[config.mk]
export PLATFORM = sky130hd
export DESIGN_NAME = sbfc_regs
export DESIGN_NICKNAME = d
export VERILOG_FILES = /design/src/rtl/core/spectral_bin_freeze_crossfade_defines.svh /design/src/rtl/core/sbfc_pkg.sv /design/src/rtl/core/sbfc_regs.sv
export SDC_FILE = /design/constraint.sdc
export NUM_CORES = 1
export LEC_CHECK = 0
export ABC_AREA = 1
export BUFFER_PORTS_ARGS = -buffer_cell sky130_fd_sc_hd__buf_2
export CAP_MARGIN = 20
export CORE_ASPECT_RATIO = 0.7
export CORE_UTILIZATION = 40
export DETAILED_ROUTE_END_ITERATION = 10
export PLACE_DENSITY_LB_ADDON = 0.05
export SLEW_MARGIN = 30
export SYNTH_ARGS = -nofsm -noshare
export SYNTH_HDL_FRONTEND = slang
export SYNTH_SLANG_ARGS = --single-unit
[constraint.sdc]
create_clock -name i_clk -period 2 [get_ports i_clk]
set_input_delay 0.2 -clock i_clk [delete_from_list [all_inputs] [get_ports i_clk]]
set_output_delay 0.2 -clock i_clk [all_outputs]
set_load 0.01 [all_outputs]
[src/rtl/core/spectral_bin_freeze_crossfade_defines.svh]
// ----------------------------------------------------------------------------
// Spectral bin freeze crossfade - assertion macros
// Assertion wrappers used by the top-level RTL file; empty when SYNTH is defined.
// ----------------------------------------------------------------------------
`ifndef SPECTRAL_BIN_FREEZE_CROSSFADE_DEFINES_SVH
`define SPECTRAL_BIN_FREEZE_CROSSFADE_DEFINES_SVH

`ifndef SYNTH

// consequent must hold in the same cycle as the antecedent
`define SBFC_ASSERT_SAME(label, clk, rst_n, ante, cons) \
    label: assert property (@(posedge clk) disable iff (!rst_n) (ante) |-> (cons)) \
        else $error("sbfc assertion failed");

// consequent must hold in the cycle after the antecedent
`define SBFC_ASSERT_NEXT(label, clk, rst_n, ante, cons) \
    label: assert property (@(posedge clk) disable iff (!rst_n) (ante) |=> (cons)) \
        else $error("sbfc assertion failed");

`else

`define SBFC_ASSERT_SAME(label, clk, rst_n, ante, cons)
`define SBFC_ASSERT_NEXT(label, clk, rst_n, ante, cons)

`endif

`endif

[src/rtl/core/sbfc_pkg.sv]
// ----------------------------------------------------------------------------
// Spectral bin freeze crossfade - package
// Widths, reset values, register map and the types shared between modules.
// ----------------------------------------------------------------------------
package sbfc_pkg;

    // item field widths
    localparam int IDX_W  = 11;
    localparam int AMP_W  = 24;
    localparam int FREQ_W = 23;

    // fixed point
    localparam int COEF_W = 16;
    localparam int FRAC_W = 16;
    localparam int MIX_W  = 17;               // Q1.16, 0..1.0
    localparam int RAMP_W = 12;
    localparam int CNT_W  = 13;

    localparam logic [MIX_W-1:0] ONE_Q16 = MIX_W'(1 << FRAC_W);

    // blend unit operand and product widths
    localparam int OPD_W  = AMP_W;
    localparam int PROD_W = (OPD_W + 1) + (MIX_W + 1);

    // configuration port
    localparam int PADDR_W = 4;
    localparam int PDATA_W = 32;

    localparam logic [COEF_W-1:0] COEF_RST = '0;
    localparam logic [RAMP_W-1:0] RAMP_RST = RAMP_W'(187);

    localparam int FFT_SIZE_DEF = 2048;

    typedef enum logic [1:0] {
        REG_AMP_COEF  = 2'd0,
        REG_FREQ_COEF = 2'd1,
        REG_AMP_RAMP  = 2'd2,
        REG_FREQ_RAMP = 2'd3
    } t_reg_idx;

    typedef struct packed {
        logic [COEF_W-1:0] amp_coef;
        logic [COEF_W-1:0] freq_coef;
        logic [RAMP_W-1:0] amp_ramp;
        logic [RAMP_W-1:0] freq_ramp;
    } t_cfg;

    // freeze controller state
    typedef struct packed {
        logic              frozen;
        logic [CNT_W-1:0]  attack;
        logic [CNT_W-1:0]  release_cnt;
        logic [COEF_W-1:0] coef;
        logic              goal;
    } t_ctrl_st;

    // blend operations, tag the result so it lands in the right register
    typedef enum logic [2:0] {
        OP_MIX_A = 3'd0,
        OP_MIX_F = 3'd1,
        OP_SM_A  = 3'd2,
        OP_SM_F  = 3'd3,
        OP_OUT_A = 3'd4,
        OP_OUT_F = 3'd5
    } t_op;

    typedef struct packed {
        logic             valid;
        t_op              op;
        logic [OPD_W-1:0] x;
        logic [OPD_W-1:0] y;
        logic [MIX_W-1:0] w;
    } t_blend_req;

    typedef struct packed {
        logic             valid;
        t_op              op;
        logic [OPD_W-1:0] res;
    } t_blend_rsp;

    // one row of the per-bin store
    typedef struct packed {
        logic [AMP_W-1:0]  held_amp;
        logic [FREQ_W-1:0] held_freq;
        logic [AMP_W-1:0]  sm_amp;
        logic [FREQ_W-1:0] sm_freq;
    } t_row;

endpackage

[src/rtl/core/sbfc_regs.sv]
// ----------------------------------------------------------------------------
// Spectral bin freeze crossfade - configuration registers
// APB-style register file: smoothing coefficients and ramp lengths.
// ----------------------------------------------------------------------------
module sbfc_regs
    import sbfc_pkg::*;
(
    input  logic               i_clk,
    input  logic               i_rst_n,
    input  logic               psel,
    input  logic               penable,
    input  logic               pwrite,
    input  logic [PADDR_W-1:0] paddr,
    input  logic [PDATA_W-1:0] pwdata,
    output logic [PDATA_W-1:0] prdata,
    output logic               pready,
    output t_cfg               o_cfg
);

    t_cfg     r_cfg;
    t_reg_idx reg_sel;
    logic     wr_en;

    assign pready  = 1'b1;
    assign reg_sel = t_reg_idx'(paddr[3:2]);
    assign wr_en   = psel && penable && pwrite && pready;

    always_ff @(posedge i_clk) begin
        if (!i_rst_n) begin
            r_cfg.amp_coef  <= COEF_RST;
            r_cfg.freq_coef <= COEF_RST;
            r_cfg.amp_ramp  <= RAMP_RST;
            r_cfg.freq_ramp <= RAMP_RST;
        end else if (wr_en) begin
            case (reg_sel)
                REG_AMP_COEF:  r_cfg.amp_coef  <= pwdata[COEF_W-1:0];
                REG_FREQ_COEF: r_cfg.freq_coef <= pwdata[COEF_W-1:0];
                REG_AMP_RAMP:  r_cfg.amp_ramp  <= pwdata[RAMP_W-1:0];
                REG_FREQ_RAMP: r_cfg.freq_ramp <= pwdata[RAMP_W-1:0];
                default: ;
            endcase
        end
    end

    always_comb begin
        case (reg_sel)
            REG_AMP_COEF:  prdata = PDATA_W'(r_cfg.amp_coef);
            REG_FREQ_COEF: prdata = PDATA_W'(r_cfg.freq_coef);
            REG_AMP_RAMP:  prdata = PDATA_W'(r_cfg.amp_ramp);
            REG_FREQ_RAMP: prdata = PDATA_W'(r_cfg.freq_ramp);
            default:       prdata = '0;
        endcase
    end

    assign o_cfg = r_cfg;

endmodule

After elaboration in Yosys (flattened, before gate mapping)
Cells that the tools add are included.
Cells by class
  equal/unequal tests: 3
  multiplexer cells: 1
  reductions and logical operators: 7
Operators by type and width (count)
  32-bit case mux with 4 select lines: 1
  2-bit AND reduction: 4
  2-bit == test, second input constant: 2
  2-bit by 1-bit == test with 1-bit output, second input constant: 1
  1-bit logical AND: 2
  2-bit zero test: 1
Storage, ports and cells
  register bits after elaboration: 56
  logic and storage cells: 15

Longest topological paths before layout
  depth after elaboration: 3
  mapped depth: 6

Least setup slack after synthesis
OpenSTA, ideal clock, no wires.
  kind: input-to-output
  from: input port paddr[2]
  to: output port prdata[11]
  arrival: 858 ps
  path slack: 942 ps
  stages: 5
  path through: nand2_1 > clkinv_1 > buf_6 > nand2_1 > nand4_1
Between the ends
  word-level cells in the longest chain between the ends: 2
Ends and longest elaborated chain
  from (decl): line sbfc_regs.sv:13  | input logic [PADDR_W-1:0] paddr,
  2-bit == test (tied with other cells): line sbfc_regs.sv:46  | case (reg_sel)
  32-bit case mux with 4 select lines (*): line sbfc_regs.sv:46
  to (decl): line sbfc_regs.sv:15  | output logic [PDATA_W-1:0] prdata,
Every way passes the cells marked *; elsewhere a longest branch is shown, timed or not. The select of a mux whose other input is x is not followed.

Worst setup path in the final report
  from: input port paddr[3]
  to: output port prdata[0]
The elaborated chain is that of the path after synthesis.

==> impl_table.tex <==
\begin{tabular}{lr}
\hline
Metric & Value \\
\hline
\multicolumn{2}{l}{\textbf{Run status}} \\
Result of the run & finished, final reports clean \\
\multicolumn{2}{l}{\textbf{Floorplanning}} \\
Die Height & 71.1 um \\
Standard-cell row count & 24 \\
Core region area & 6400 sq um \\
Total die area & 7160 sq um \\
Initial core utilization & 42.7\% \\
Horizontal extent of the die & 101 um \\
IO Pins & 130 \\
\multicolumn{2}{l}{\textbf{STA}} \\
Final Hold Viols & 0 \\
Max Clock Freq & 712 MHz \\
RSZ-0062 raised after global routing & false \\
Final Setup Violations & 0 \\
Ratio of final minimum period to clock period & 70.2\% \\
Final critical delay including setup and external delays & 1.40 ns \\
Worst clock skew on the final layout & 0 ns \\
Pin slew with the least headroom to its limit & 0.583 ns \\
Worst-case headroom to the max-slew limit & 61.2\% \\
TNS Setup & 0 ns \\
Number of pins exceeding their max-slew limit in the final report & 0 \\
\multicolumn{2}{l}{\textbf{Critical path}} \\
Critical setup path kind & primary input to output pin \\
Register-to-register setup slack & 1.38 ns \\
Type of destination of the critical path & output pin \\
Required time worst endpoint & 1.80 ns \\
Critical Path Start Type & primary input \\
Crit Path Max Fanout & 19 \\
Critical Path AT & 1.20 ns \\
\multicolumn{2}{l}{\textbf{Synth}} \\
Number of instances in the synthesized netlist & 409 \\
Synthesized flop and latch total & 56 \\
Synthesized area per cell & 6.68 sq um \\
Synth cell types & 19 \\
Netlist area before placement & 2730 sq um \\
Ys Warns & 0 \\
Proportion of synthesized chip area in sequential cells & 41.1\% \\
\multicolumn{2}{l}{\textbf{Clock network}} \\
Number of buffers inserted during clock tree synthesis & 5 \\
Post-CTS setup buffer count & 0 \\
CTS H-tree depth & 2 \\
Resize count post-CTS & 0 \\
Clock tree from TritonCTS & built \\
Clock Tree Buf Depth & 2 \\
Clock slew at the register clock pins of the worst setup and hold paths & 0.10 ns \\
Count of hold-fix buffers inserted at cts & 0 \\
Clock root buffer & clkbuf\_8 \\
Clock Latency Late Sink & 0.29 ns \\
Number of clock sinks & 56 \\
\multicolumn{2}{l}{\textbf{Run}} \\
\# Max-Cap Violations & 0 \\
\multicolumn{2}{l}{\textbf{Routing}} \\
Post-DR vias/cell & 4.66 \\
Number of nets still failing antenna checks after routing & 0 \\
Pre-Repair DR Iteration Count & 4 \\
Post-detailed-routing wire length & 7.36 mm \\
DRC marker count from the first detailed-route iteration & 79 \\
Number of vias in the routed layout & 2753 \\
DRC viols & 0 \\
Routed wire length per instance & 12.5 um \\
\multicolumn{2}{l}{\textbf{Finish}} \\
Layout net count & 540 \\
Layout overhead on the synthesized area & 21.0\% \\
Highest-count cells in the layout ignoring fill and taps & nand2\_1 (121), buf\_2 (94), nor2\_1 (89) \\
Final antenna diode count & 0 \\
Final non-filler cell area & 3300 sq um \\
Share of layout cells above drive strength 1 & 25.4\% \\
Max FFs per register & 56 \\
Layout fillers & 696 \\
Leading cell type in the layout, fill and taps excluded & nand2\_1 \\
\multicolumn{2}{l}{\textbf{Global route}} \\
Wire length of the first global-routing pass & 11.8 mm \\
Initial antenna violation count & 0 \\
Total congestion overflow after global routing & 0 \\
Vias in the first global route & 2440 \\
Maximum number of pins on one net before global-route repair & 57 \\
Tot GR Track Use & 21.1\% \\
\multicolumn{2}{l}{\textbf{Hold path}} \\
Worst min-delay path category & primary input to flip-flop \\
\multicolumn{2}{l}{\textbf{Place}} \\
HPWL after detailed placement & 5.05 mm \\
Count of port buffers added during placement & 94 \\
Placed cell area & 3210 sq um \\
Final estimated routing congestion in global placement & 0.760 \\
\multicolumn{2}{l}{\textbf{Pwr}} \\
Worst supply voltage drop on vdd & 280 uV \\
Pwr Total & 2.09 mW \\
Power Density & 631 nW/um\^{}2 \\
Leakage & 1.69 nW \\
\hline
\end{tabular}
[power by group]
part | leakage (nW) | switching, mW | internal, mW
Combinational | 1.18 | 0.192 | 0.102
Sequential | 0.454 | 0.0187 | 1.14
Clock | 0.0510 | 0.356 | 0.278
Total | 1.69 | 0.567 | 1.52
[path summary, 6_finish.rpt]
path | startpoint | to | cells past startpoint
worst min-delay path | pwdata[5] | o_cfg[5] | 3
worst max register to register | o_cfg[45] | o_cfg[45] | 2
worst min register to register | o_cfg[5] | o_cfg[5] | 2
worst max-delay path | paddr[3] | prdata[0] | 6
[cell families (layout without fill, tap and decap cells)]
kind of cell / Yosys count / in the layout / share of synthesized area (%)
other: 2 / 17 / 0.275
and+or+nand+nor: 288 / 288 / 45.1
AOI/OAI and AO/OA: 4 / 4 / 1.28
DFF: 56 / 56 / 41.1
buffers and inverters: 59 / 135 / 12.2
[cell type report]
class                   count  area [sq um]  share of cell area [%]
clock buffers               6          82.6                    2.50
clock inverters             2          10.0                   0.303
inverters                  20          75.1                    2.27
multi-input cells         309          1330                    40.4
flip-flops and latches     56          1120                    33.9
well taps                  91           114                    3.45
repair buffers            107           568                    17.2
[through the flow]
| stage | cells | hold WS (ns) | setup WS [ns] | utilization, % |
|---|---|---|---|---|
| detailed placement | 583 | 0.451 | 0.487 | 50.2 |
| finish | 591 | 0.137 | 0.595 | 51.7 |
| global route | 591 | 0.132 | 0.503 | 51.7 |
| floorplan | 424 | 0.326 | 0.942 | - |
| CTS | 591 | 0.126 | 0.587 | 51.7 |
| global placement | 583 | 0.452 | 0.495 | 50.2 |
[cells in the mapped netlist, drive strengths merged]
cell type | instances | share of area [%]
clkbuf | 2 | 0.28
a22o | 4 | 1.3
dfxtp | 56 | 41
nand3 | 57 | 11
nand4 | 12 | 2.7
nor2 | 96 | 15
nand2 | 123 | 17
inv | 19 | 2.6
conb | 2 | 0.28
buf | 37 | 9.2
clkinv | 1 | 0.14
[critical path: stages]
cell     delay (ns)
buf_2          0.15
inv_2          0.08
nor2_4         0.42
nand2_1        0.12
nand4_1        0.10
buf_2          0.13
[metal layers]
layer	global-route usage [%]	vias up	part of all wire, %
li1	-	1423	-
met1	29.2	1244	50
met2	34.2	82	44
met3	4.55	4	5.3
met4	4.03	0	0.53
met5	0	-	0
Note: power is estimated with default switching activity, not from simulation.
