**src/rtl/core/spectral_bin_freeze_crossfade_defines.svh**
```systemverilog
// ----------------------------------------------------------------------------
// Spectral bin freeze crossfade - assertion macros
// Assertion wrappers used by the top-level RTL file; empty when SYNTH is defined.
// ----------------------------------------------------------------------------
`ifndef SPECTRAL_BIN_FREEZE_CROSSFADE_DEFINES_SVH
`define SPECTRAL_BIN_FREEZE_CROSSFADE_DEFINES_SVH

`ifndef SYNTH

// consequent must hold in the same cycle as the antecedent
`define SBFC_ASSERT_SAME(label, clk, rst_n, ante, cons) \
    label: assert property (@(posedge clk) disable iff (!rst_n) (ante) |-> (cons)) \
        else $error("sbfc assertion failed");

// consequent must hold in the cycle after the antecedent
`define SBFC_ASSERT_NEXT(label, clk, rst_n, ante, cons) \
    label: assert property (@(posedge clk) disable iff (!rst_n) (ante) |=> (cons)) \
        else $error("sbfc assertion failed");

`else

`define SBFC_ASSERT_SAME(label, clk, rst_n, ante, cons)
`define SBFC_ASSERT_NEXT(label, clk, rst_n, ante, cons)

`endif

`endif

```
**src/rtl/core/sbfc_pkg.sv**
```systemverilog
// ----------------------------------------------------------------------------
// Spectral bin freeze crossfade - package
// Widths, reset values, register map and the types shared between modules.
// ----------------------------------------------------------------------------
package sbfc_pkg;

    // item field widths
    localparam int IDX_W  = 11;
    localparam int AMP_W  = 24;
    localparam int FREQ_W = 23;

    // fixed point
    localparam int COEF_W = 16;
    localparam int FRAC_W = 16;
    localparam int MIX_W  = 17;               // Q1.16, 0..1.0
    localparam int RAMP_W = 12;
    localparam int CNT_W  = 13;

    localparam logic [MIX_W-1:0] ONE_Q16 = MIX_W'(1 << FRAC_W);

    // blend unit operand and product widths
    localparam int OPD_W  = AMP_W;
    localparam int PROD_W = (OPD_W + 1) + (MIX_W + 1);

    // configuration port
    localparam int PADDR_W = 4;
    localparam int PDATA_W = 32;

    localparam logic [COEF_W-1:0] COEF_RST = '0;
    localparam logic [RAMP_W-1:0] RAMP_RST = RAMP_W'(187);

    localparam int FFT_SIZE_DEF = 2048;

    typedef enum logic [1:0] {
        REG_AMP_COEF  = 2'd0,
        REG_FREQ_COEF = 2'd1,
        REG_AMP_RAMP  = 2'd2,
        REG_FREQ_RAMP = 2'd3
    } t_reg_idx;

    typedef struct packed {
        logic [COEF_W-1:0] amp_coef;
        logic [COEF_W-1:0] freq_coef;
        logic [RAMP_W-1:0] amp_ramp;
        logic [RAMP_W-1:0] freq_ramp;
    } t_cfg;

    // freeze controller state
    typedef struct packed {
        logic              frozen;
        logic [CNT_W-1:0]  attack;
        logic [CNT_W-1:0]  release_cnt;
        logic [COEF_W-1:0] coef;
        logic              goal;
    } t_ctrl_st;

    // blend operations, tag the result so it lands in the right register
    typedef enum logic [2:0] {
        OP_MIX_A = 3'd0,
        OP_MIX_F = 3'd1,
        OP_SM_A  = 3'd2,
        OP_SM_F  = 3'd3,
        OP_OUT_A = 3'd4,
        OP_OUT_F = 3'd5
    } t_op;

    typedef struct packed {
        logic             valid;
        t_op              op;
        logic [OPD_W-1:0] x;
        logic [OPD_W-1:0] y;
        logic [MIX_W-1:0] w;
    } t_blend_req;

    typedef struct packed {
        logic             valid;
        t_op              op;
        logic [OPD_W-1:0] res;
    } t_blend_rsp;

    // one row of the per-bin store
    typedef struct packed {
        logic [AMP_W-1:0]  held_amp;
        logic [FREQ_W-1:0] held_freq;
        logic [AMP_W-1:0]  sm_amp;
        logic [FREQ_W-1:0] sm_freq;
    } t_row;

endpackage

```
**src/rtl/core/sbfc_blend.sv**
```systemverilog
// ----------------------------------------------------------------------------
// Spectral bin freeze crossfade - shared blend unit
// x*w + y*(1-w), rounded half up, as y + ((x-y)*w + 0.5) >> 16.
// Product registered; result is valid in the cycle after the request.
// ----------------------------------------------------------------------------
module sbfc_blend
    import sbfc_pkg::*;
(
    input  logic       i_clk,
    input  logic       i_rst_n,
    input  t_blend_req i_req,
    output t_blend_rsp o_rsp
);

    localparam logic signed [PROD_W-1:0] RND_HALF = PROD_W'(1 << (FRAC_W - 1));

    logic signed [OPD_W:0]    diff;
    logic signed [MIX_W:0]    w_s;
    logic signed [PROD_W-1:0] prod;
    logic signed [PROD_W-1:0] rnd;
    logic signed [PROD_W-1:0] sum;

    logic                     r_vld;
    t_op                      r_op;
    logic signed [PROD_W-1:0] r_prod;
    logic [OPD_W-1:0]         r_y;

    assign diff = $signed({1'b0, i_req.x}) - $signed({1'b0, i_req.y});
    assign w_s  = $signed({1'b0, i_req.w});
    assign prod = PROD_W'(diff) * PROD_W'(w_s);

    always_ff @(posedge i_clk) begin
        if (!i_rst_n) begin
            r_vld <= 1'b0;
        end else begin
            r_vld <= i_req.valid;
        end
    end

    always_ff @(posedge i_clk) begin
        r_op   <= i_req.op;
        r_prod <= prod;
        r_y    <= i_req.y;
    end

    // arithmetic shift floors, which matches the rounding of the full sum
    assign rnd = (r_prod + RND_HALF) >>> FRAC_W;
    assign sum = rnd + PROD_W'($signed({1'b0, r_y}));

    assign o_rsp.valid = r_vld;
    assign o_rsp.op    = r_op;
    assign o_rsp.res   = sum[OPD_W-1:0];

endmodule

```
**config.mk**
```make
export PLATFORM = sky130hd
export DESIGN_NAME = sbfc_blend
export DESIGN_NICKNAME = d
export VERILOG_FILES = /design/src/rtl/core/spectral_bin_freeze_crossfade_defines.svh /design/src/rtl/core/sbfc_pkg.sv /design/src/rtl/core/sbfc_blend.sv
export SDC_FILE = /design/constraint.sdc
export NUM_CORES = 1
export LEC_CHECK = 0
export ABC_CLOCK_PERIOD_IN_PS = 18160
export BUFFER_PORTS_ARGS = -buffer_cell sky130_fd_sc_hd__buf_2
export CELL_PAD_IN_SITES_DETAIL_PLACEMENT = 1
export CELL_PAD_IN_SITES_GLOBAL_PLACEMENT = 2
export CORE_ASPECT_RATIO = 1.4
export CORE_MARGIN = 1
export CORE_UTILIZATION = 25
export DETAILED_ROUTE_END_ITERATION = 16
export HOLD_SLACK_MARGIN = 0.12
export PLACE_DENSITY_LB_ADDON = 0.1
export SKIP_CTS_REPAIR_TIMING = 1
export SLEW_MARGIN = 20
export SYNTH_ARGS = -nofsm -noshare
export SYNTH_HDL_FRONTEND = slang
export SYNTH_SLANG_ARGS = --single-unit
```
**constraint.sdc**
```tcl
create_clock -name i_clk -period 18.16 [get_ports i_clk]
set_input_delay 1.816 -clock i_clk [delete_from_list [all_inputs] [get_ports i_clk]]
set_output_delay 1.816 -clock i_clk [all_outputs]
set_load 0.02 [all_outputs]
```
==> After elaboration in Yosys (flattened, before gate mapping) <==
Index checks and enable logic that the tools add are counted.
{ "classes": {"addsub": 3, "mul": 1, "div": 0, "magnitude_cmp": 0, "eq_ne": 0, "shift": 0, "mux": 0, "n_bitwise": 0, "reduce_logical": 0} }
{ "op_table": {"columns": ["cell", "n"], "rows": [
  ["adder 40 x 17 -> 40 bit (second input constant)", 1],
  ["multiplier 25 x 18 -> 40 bit", 1],
  ["subtractor 24 x 24 -> 25 bit", 1],
  ["adder 24 bit", 1]
]} }
{ "totals": {"reg_bits": 68, "latchBits": 0, "mem_bits_rw": 0, "romBits": 0, "input_bits": 71, "out_inout_bits": 28, "word_cells": 8, "n_memories": 0} }

==> Logic depth before layout (Yosys ltp) <==
{ "depth": {"depth_word": 2, "mapped_depth": 39, "ltp_nobuf": 38} }

==> Worst setup path after synthesis <==
OpenSTA, ideal clock, no wires.
{ "synth_timing": {"path_kind": "input-to-reg", "startpoint": "input port i_req[41] (netlist name)", "endpoint": "register r_prod[39]", "setup_time_ps": 72, "t_arrival_ps": 9769, "required_ps": 18088, "slack_ps": 8319, "path_stages": 35, "path_buffers": 1, "cell_sequence": "inv_1 ha_1 fa_1 nor2b_1 o21a_2 o21a_1 o211ai_1 nand4_1 nand3_2 o311a_1 or3_4 o21ai_0 a21oi_1 clkbuf_1 nand2_1 inv_1 fa_1 fa_1 fa_1 fa_1 fa_1 fa_1 ha_1 a21o_1 a21o_1 a21oi_1 nor2b_1 o21ai_0 nand2b_1 a21oi_1 a31oi_4 o41a_1 xnor2_1 xnor2_1 xnor2_1"} }
{ "synth_via": {"elab_chain_len": 2} }
{ "synth_lines": {"columns": ["element", "line", "source"], "rows": [
  ["start, declared", "sbfc_blend.sv:11", "input t_blend_req i_req,"],
  ["subtractor 24 x 24 -> 25 bit", "sbfc_blend.sv:28", "assign diff = $signed({1'b0, i_req.x}) - $signed({1'b0, i_req.y});"],
  ["multiplier 25 x 18 -> 40 bit", "sbfc_blend.sv:30", "assign prod = PROD_W'(diff) * PROD_W'(w_s);"],
  ["via prod[39]", "sbfc_blend.sv:19", "logic signed [PROD_W-1:0] prod;"],
  ["end signal, assigned", "sbfc_blend.sv:42", "r_prod <= prod;"],
  ["end, declared", "sbfc_blend.sv:25", "logic signed [PROD_W-1:0] r_prod;"]
]} }
The timed path passes the listed nets, and every way through them passes these cells.
A chain may end at the register's enable or synchronous reset.

==> Final worst setup path <==
{ "layout_timing": {"startpoint": "input port i_req[17] (netlist name)", "endpoint": "register r_prod[39]"} }
The elaborated chain is that of the path after synthesis.

==> reports/results.tsv <==
stage	metric	value	unit
flow_run	cap_violations	0	
critical_path	path_common_cell	fa_1	
route	first_iter_violations	330	
floorplan	initial_core_util	25.3	%
route	final_antenna_net_count	0	
hold_path	hold_end	r_op[0]	
run_status	run_status	finished clean	
cts	cts.htree.levels	2	
critical_path	worstPathArrival	10.96	ns
global_routing	antenna_found_initial	1	
hold_path	min_from	i_req[65]	
timing	rsz0062_at_grt	no	
critical_path	cpPeakStageDelay	0.78	ns
timing	fin_setup_tns	0	ns
timing	finalCritPeriodShare	59.0	%
critical_path	cp-startpoint	i_req[17]	
route	wire_per_inst	19.1	um
timing	fmax	93.3	MHz
global_routing	grt_pass1_vias	15200	
logic_synthesis	synth_top_area_cell	fa_1	
logic_synthesis	syn_nets	2597	
logic_synthesis	yosys-top-cells-area	fa_1 45%, inv_1 11%, ha_1 10%	
cts	clk_pin_slew	0.08	ns
timing	slew_violations	0	
cts	root_buffer	clkbuf_16	
logic_synthesis	netlist_area	17700	um^2
logic_synthesis	ys.flop_type	dfxtp_1	
global_routing	grt_overflow	0	
timing	final-setup-viol-count	0	
timing	tightest_slew	1.05	ns
critical_path	crit_path_top_delay_cell	xnor2_2	
floorplan	die_w	227	um
global_routing	grt_max_degree	26	
critical_path	cp_max_fo	17	
floorplan	rows	115	
layout	syn2layout_area_growth	9.79	%
logic_synthesis	yosys_warnings	0	
route	vias	12900	
global_routing	grt_pass1_wl	89.3	mm
layout	fillers	8368	
floorplan	design.die.area	72000	um^2
cts	cts.sinks	53	
placement	hpwl	47.5	mm
logic_synthesis	ys_ff_latch	53	
critical_path	endpoint_kind	flip-flop	
logic_synthesis	yosysSeqAreaShare	5.98	%
placement	portBuffers	98	
placement	gp_congestion	0.747	
timing	slew_headroom	28.0	%
critical_path	critPathLaunchType	primary input	
floorplan	ios	99	
logic_synthesis	synthTopCellsByCount	510 x inv_1, 396 x fa_1, 230 x nand2_1	
logic_synthesis	async_flop_share	0	%
global_routing	grt_usage	16.7	%
logic_synthesis	synth.most_common_cell	inv_1	
floorplan	coreArea	70200	um^2
route	wirelength	57.1	mm
timing	hold_viol_final	0	
logic_synthesis	synth_cell_types	61	
timing	min_period	10.72	ns
layout	drive_gt1_share	6.96	%
logic_synthesis	synthCells	1988	
hold_path	holdCritPathClass	primary input to flip-flop	
floorplan	die_y	317	um
cts	cts_tree	done	
route	first_pass_iters	4	
hold_path	holdPathStages	1	
route	vias_per_cell	4.33	
critical_path	cp.required	18.40	ns
cts	cts_made_buffers	5	
logic_synthesis	syn_area_per_cell	8.92	um^2
route	post-route-drc-count	0	
critical_path	criticalPathCategory	primary input to flip-flop	
logic_synthesis	synth_edf_count	0	
logic_synthesis	yosysTopAreaCellShare	44.7	%
layout	nets	2662	
cts	clock_path_buffers	2	
-- cells in the final DEF, fill, tap and decap left out, types with 3 or more instances in the layout --
cell type / instances
buf_4: 23
o31a_1: 3
nand4_1: 8
a21oi_1: 38
a211oi_1: 4
ha_1: 142
inv_1: 510
buf_2: 98
nor2b_1: 34
nand2_1: 230
fa_1: 396
xnor2_1: 71
o21bai_1: 9
nand3_1: 15
a21o_1: 22
dfxtp_1: 53
nor2_2: 3
nor3_1: 15
o21ai_0: 24
nand2b_1: 15
nor2_1: 43
clkbuf_16: 5
and2_1: 187
xor2_1: 27
o21a_1: 16
and3_1: 13
-- worst max-delay path by stage --
stage	end	slack, ns	cells past startpoint
floorplan	r_prod[39]	8.32	35
global placement	r_prod[39]	7.18	36
detailed placement	r_prod[39]	7.06	34
CTS	r_prod[39]	7.36	34
global route	r_prod[39]	6.90	37
finish	r_prod[39]	7.44	34
-- flip-flops by register name, summed over array words and instances (netlist names) --
register  cells
r_op          3
r_vld         1
r_y          24
r_prod       25
-- worst max-delay path: cells and delay by family --
family / cells / cell delay (ns)
AND/OR/NAND/NOR: 7 / 1.24
XOR/XNOR: 4 / 1.25
buffers and inverters: 1 / 0.11
adder cells (fa/ha/maj): 9 / 3.91
AO/OA/AOI/OAI: 13 / 2.62
-- logic make-up after synthesis --
kind of cell / after synthesis / share of synthesized area, %
simple gates: 581 / 16.6
buf+inv: 573 / 12.2
fa+ha+maj: 538 / 54.7
compound gates: 144 / 5.57
xor+xnor: 99 / 4.93
flops: 53 / 5.98
-- layout make-up --
type | count | area, um^2 | area share (%)
tap | 936 | 1170 | 6.01
inverter | 510 | 1910 | 9.83
antenna | 1 | 2.50 | 0.0128
sequential | 53 | 1060 | 5.45
multi-input combinational | 1362 | 14500 | 74.6
clock buffer | 6 | 129 | 0.662
clock inverter | 2 | 10.0 | 0.0514
timing repair buffer | 121 | 663 | 3.40
-- stage by stage --
stage | util [%] | area, um^2 | cells | hold slack [ns] | worst slack (ns)
after detailed placement | 27.5 | 19300 | 2982 | 1.92 | 7.06
after global routing | 27.7 | 19500 | 2990 | 1.58 | 6.90
final | 27.7 | 19500 | 2991 | 1.60 | 7.44
after global placement | 27.5 | 19300 | 2982 | 1.92 | 7.18
after CTS | 27.7 | 19500 | 2990 | 1.59 | 7.36
after floorplan | - | 17700 | 1988 | 1.84 | 8.32
-- metal layers --
metal	share of wire, %	vias to the layer above	track usage, %	wire length (um)
met5	0	-	0	0
met4	2.3	0	3.58	1320
met3	0.99	42	1.02	568
met2	61	98	36.0	34900
met1	36	6854	16.9	20400
li1	-	5952	-	-
Power is left out: the tool's default activity adds up to more than one toggle a clock period on the data nets, which glitch-free logic cannot reach.
